===== src/rtl/bpc_pkg.sv =====
// Shared types and constants for the barometric pressure compensation block.
// Depends on nothing; every other file imports it.
`timescale 1ns / 1ps

package bpc_pkg;

  localparam int IdxW      = 3;
  localparam int CalW      = 48;
  localparam int XOffset   = 128000;
  localparam int PBase     = 1048576;
  localparam int PScale    = 3125;
  localparam int P4Shift   = 35;
  localparam int BiasShift = 47;
  localparam int DivSteps  = 64;

  typedef enum logic [1:0] {
    ST_OK       = 2'd0,
    ST_DISABLED = 2'd1,
    ST_INVALID  = 2'd2
  } status_e;

  typedef enum logic [IdxW-1:0] {
    REG_ENABLED   = 3'd0,
    REG_TEMP_CAL  = 3'd1,
    REG_PRESS_A   = 3'd2,
    REG_PRESS_B   = 3'd3,
    REG_PRESS_C   = 3'd4
  } reg_idx_e;

  typedef struct packed {
    logic            enabled;
    logic [CalW-1:0] tcal;
    logic [CalW-1:0] pcal_a;
    logic [CalW-1:0] pcal_b;
    logic [CalW-1:0] pcal_c;
  } cfg_t;

endpackage


===== src/rtl/bpc_temp.sv =====
// Fine-temperature pipeline, four stages, 32-bit wrapping arithmetic.
// Depends on bpc_pkg.
`timescale 1ns / 1ps

module bpc_temp import bpc_pkg::*; (
  input  logic               clk_i,
  input  logic               rst_ni,
  input  logic               en_i,
  input  cfg_t               cfg_i,
  input  logic               vld_i,
  input  logic [19:0]        adc_p_i,
  input  logic [19:0]        adc_t_i,
  output logic               vld_o,
  output logic [19:0]        adc_p_o,
  output logic signed [31:0] tf_o
);

  logic [15:0]        t1;
  logic signed [15:0] t2, t3;
  assign t1 = cfg_i.tcal[15:0];
  assign t2 = $signed(cfg_i.tcal[31:16]);
  assign t3 = $signed(cfg_i.tcal[47:32]);

  logic [3:0]  vld_q;
  logic [19:0] adcp_q [4];

  logic signed [17:0] a_d, a_q;
  logic signed [16:0] b_d, b_q;
  logic signed [33:0] ma_d, mb_d;
  logic [31:0]        ma_q, mb_q;
  logic signed [19:0] v2a;
  logic signed [35:0] mc_d;
  logic [31:0]        mc_q;
  logic signed [20:0] v1_q;
  logic [31:0]        tf_d, tf_q;

  assign a_d  = $signed({1'b0, adc_t_i[19:3]}) - $signed({1'b0, t1, 1'b0});
  assign b_d  = $signed({1'b0, adc_t_i[19:4]}) - $signed({1'b0, t1});
  assign ma_d = a_q * t2;
  assign mb_d = b_q * b_q;
  assign v2a  = $signed(mb_q[31:12]);
  assign mc_d = v2a * t3;
  assign tf_d = {{11{v1_q[20]}}, v1_q} + {{14{mc_q[31]}}, mc_q[31:14]};

  always_ff @(posedge clk_i or negedge rst_ni) begin
    if (!rst_ni) begin
      vld_q <= '0;
    end else if (en_i) begin
      vld_q <= {vld_q[2:0], vld_i};
    end
  end

  always_ff @(posedge clk_i) begin
    if (en_i) begin
      adcp_q[0] <= adc_p_i;
      adcp_q[1] <= adcp_q[0];
      adcp_q[2] <= adcp_q[1];
      adcp_q[3] <= adcp_q[2];
      a_q       <= a_d;
      b_q       <= b_d;
      ma_q      <= ma_d[31:0];
      mb_q      <= mb_d[31:0];
      v1_q      <= $signed(ma_q[31:11]);
      mc_q      <= mc_d[31:0];
      tf_q      <= tf_d;
    end
  end

  assign vld_o   = vld_q[3];
  assign adc_p_o = adcp_q[3];
  assign tf_o    = $signed(tf_q);

endmodule


===== config.mk =====
export PLATFORM = sky130hd
export DESIGN_NAME = bpc_temp
export DESIGN_NICKNAME = d
export VERILOG_FILES = /design/src/rtl/bpc_pkg.sv /design/src/rtl/bpc_temp.sv
export SDC_FILE = /design/constraint.sdc
export NUM_CORES = 2
export LEC_CHECK = 0
export ABC_AREA = 0
export BUFFER_PORTS_ARGS = -buffer_cell sky130_fd_sc_hd__buf_2
export CAP_MARGIN = 20
export CORE_MARGIN = 4
export CORE_UTILIZATION = 50
export DETAILED_ROUTE_END_ITERATION = 6
export GPL_TIMING_DRIVEN = 0
export HOLD_SLACK_MARGIN = 0.12
export PLACE_DENSITY = 0.79
export RECOVER_POWER = 100
export SYNTH_ARGS = -nofsm -noshare
export SYNTH_HDL_FRONTEND = slang
export SYNTH_SLANG_ARGS = --single-unit

===== constraint.sdc =====
create_clock -name clk_i -period 13.3 [get_ports clk_i]
set_input_delay 3.99 -clock clk_i [delete_from_list [all_inputs] [get_ports clk_i]]
set_output_delay 3.99 -clock clk_i [all_outputs]
set_load 0.005 [all_outputs]

==> impl_metrics.env <==
export IMPL_critPathKind="in -> reg"
export IMPL_min_path_type="reg -> reg"
export IMPL_synth_area_top_cells="fa_1 (44%), edfxtp_1 (16%), inv_1 (10%)"
export IMPL_vias=25100
export IMPL_portBuffers=126
export IMPL_dieArea_sq_mm=0.0790
export IMPL_synth_edff_count=200
export IMPL_io_pins=290
export IMPL_avgRoutedWirePerCell_microns=18.3
export IMPL_synth_ff_type="edfxtp_1"
export IMPL_path_common_cell="fa_1"
export IMPL_cts_hold_buf=0
export IMPL_drv_cap=1
export IMPL_first_pass_iters=5
export IMPL_grt_usage_pct=23.2
export IMPL_clockBufferDepth=3
export IMPL_synth_seq_cells=204
export IMPL_drive_above_1_share_pct=4.03
export IMPL_clk_latency_ns=0.55
export IMPL_setup_viol=0
export IMPL_synth_common_cells="inv_1 (989), fa_1 (816), nand2_1 (386)"
export IMPL_htree_levels=1
export IMPL_holdWs_ns=0.414
export IMPL_netlist_instances=3677
export IMPL_post_place_ws_ns=1.85
export IMPL_floorplan_initialDensity_pct=50.7
export IMPL_fin_nets=5165
export IMPL_cp_num_buf_inv=6
export IMPL_clk_pin_slew_ns=0.07
export IMPL_worst_pin_slew_ns=5.36
export IMPL_layout_cells_non_filler=4807
export IMPL_period_share_pct=83.0
export IMPL_violations="max-capacitance violations, max-slew violations"
export IMPL_cpLargestDelayFamily="adder cells"
export IMPL_drc_errors=0
export IMPL_yosysUniqueCellTypes=57
export IMPL_coreArea_sq_mm=0.0735
export IMPL_grt_first_pass_wirelength_microns=144000
export IMPL_ant_nets=0
export IMPL_startpoint="cfg_i[177]"
export IMPL_synth_top_cell_area_share_pct=43.8
export IMPL_cp_start_kind="primary input"
export IMPL_slew_viol_final=101
export IMPL_post_cts_resized=0
export IMPL_critPathArrivalTime_ns=11.29
export IMPL_yosysMostFrequentCell="inv_1"
export IMPL_drt_iter0_drc=1790
export IMPL_syn_area_per_cell_sq_um=10.1
export IMPL_netlist_area_sq_mm=0.0373
export IMPL_fin_worst_skew_ns=0.0142
export IMPL_post_cts_buffers=0
export IMPL_rows=99
export IMPL_status="complete, but fails checks"
export IMPL_diodes=0
export IMPL_fillers=6402
export IMPL_min_period_ns=11.04
export IMPL_setup_slack_ns=2.26
export IMPL_grt_max_degree=106
export IMPL_die_height_microns=281
export IMPL_clkSinkCount=204
export IMPL_die_w_microns=281
export IMPL_crit_fanout=10
export IMPL_multi_input_area_sq_mm=0.0269
export IMPL_end_kind="flip-flop"
export IMPL_dp_cells=4763
export IMPL_yosys_warnings=0
export IMPL_cts_root_buf="clkbuf_16"
export IMPL_async_flop_share_pct=1.96
export IMPL_yosys_area_top_type="fa_1"
export IMPL_ys_seq_area_share_pct=16.4
export IMPL_first_global_vias=27900
export IMPL_cp_slowest_cell="nor3_1"
export IMPL_cp_slowest_stage_delay_ns=0.60
export IMPL_max_freq_mhz=90.6
export IMPL_crit_required_ns=13.54
export IMPL_drt_wl_total_microns=88100
export IMPL_rsz0062_at_grt="no"
export IMPL_r2r_start="a_q[3]"
export IMPL_area_growth_syn_to_layout_pct=7.00
export IMPL_grt_ovfl_total=0
export IMPL_path_cells="clkbuf_1 > clkbuf_1 > clkbuf_1 > nand2_1 > fa_1 > fa_1 > fa_1 > inv_1 > fa_1 > fa_1 > inv_1 > fa_1 > inv_1 > ha_1 > a21o_1 > a21o_1 > a21oi_1 > o21ai_0 > a211o_1 > a21o_1 > a31o_1 > and4_2 > nor3_1"
export IMPL_routed_via_density=5.22
export IMPL_cts_buffers=24
export IMPL_hold_viol=0
export IMPL_slew_headroom_pct=-258
export IMPL_syn_nets=5012
export IMPL_hpwl_microns=73100
export IMPL_gp_congestion=0.955
export IMPL_tns_ns=0
export IMPL_hp_start="ma_q[24]"
export IMPL_antenna_found_initial=5
export IMPL_seq_area_sq_mm=0.00611
export IMPL_cts_tree="done"
## worst paths after layout
| check | end | slack [ns] | depth (start not counted) |
|---|---|---|---|
| max in group asynchronous | vld_q[0] | 9.82 | 1 |
| setup / recovery | mc_q[31] | 2.26 | 23 |
| min in group asynchronous | vld_q[1] | 3.28 | 1 |
| setup reg to reg | mb_q[31] | 4.85 | 22 |
| hold reg to reg | v1_q[13] | 0.41 | 0 |
| hold / removal | v1_q[13] | 0.41 | 0 |
## registers in the layout, summed over array words and instances, names as in the netlist
register,flops
a_q,18
adcp_q,80
ma_q,21
mb_q,20
mc_q,18
tf_o,22
v1_q,21
vld_q,4
## routing by layer
layer / wire length [microns] / track usage [%] / up-vias
met3: 7950 / 4.90 / 280
li1: - / - / 11100
met2: 42300 / 39.1 / 1115
met4: 4290 / 9.20 / 9
met1: 33500 / 29.5 / 12600
met5: 88 / 0.488 / -
## placed cells by master, fill, tap and decap left out, types with 4 or more instances in the layout
cell | netlist | layout
a211oi_1 | 7 | 7
a21boi_0 | 4 | 4
a21o_1 | 30 | 30
a21oi_1 | 46 | 46
a31oi_1 | 6 | 7
a41oi_1 | 3 | 4
and2_1 | 334 | 331
and3_1 | 6 | 6
buf_2 | 0 | 90
clkbuf_1 | 126 | 163
clkbuf_16 | 0 | 24
clkbuf_4 | 0 | 10
clkinv_2 | 0 | 6
dfrtp_1 | 4 | 4
edfxtp_1 | 200 | 200
fa_1 | 816 | 816
ha_1 | 282 | 282
inv_1 | 989 | 989
mux2_2 | 5 | 5
nand2_1 | 386 | 386
nand2b_1 | 25 | 25
nand3_1 | 15 | 15
nand4_1 | 8 | 8
nor2_1 | 92 | 92
nor2b_1 | 24 | 24
nor3_1 | 16 | 16
o21a_1 | 11 | 11
o21ai_0 | 37 | 39
o21bai_1 | 4 | 4
o31ai_1 | 4 | 4
or3_1 | 7 | 7
xnor2_1 | 114 | 114
xor2_1 | 25 | 25
## cell type report
type                            count  share of cell area (%)
Multi-Input combinational cell   2347                    67.4
Sequential cell                   204                    15.3
Inverter                          989                    9.31
Tap cell                          959                    3.01
Timing Repair Buffer              127                    1.54
Clock buffer                       25                    1.52
Buffer                            137                    1.38
Clock inverter                     19                   0.521
## kinds of logic (layout without fill, tap and decap cells)
logic type / count (synthesis) / in the layout / synth area share (%)
flip-flops: 204 / 204 / 16.4
AO/OA/AOI/OAI: 180 / 180 / 3.17
multiplexers: 5 / 5 / 0.151
adder cells (fa/ha/maj): 1098 / 1098 / 53.3
XOR/XNOR: 139 / 139 / 3.27
AND/OR/NAND/NOR: 925 / 925 / 12.3
buffers and inverters: 1126 / 1297 / 11.4
## per-stage QoR
step	cell area [sq um]	util, %
2_1_floorplan	37300	-
3_3_place_gp	39100	53.2
3_5_place_dp	39100	53.3
4_1_cts	39900	54.4
5_1_grt	39900	54.3
6_report	39900	54.3
Power is left out: the tool's default activity adds up to more than one toggle a clock period on the data nets, which glitch-free logic cannot reach.
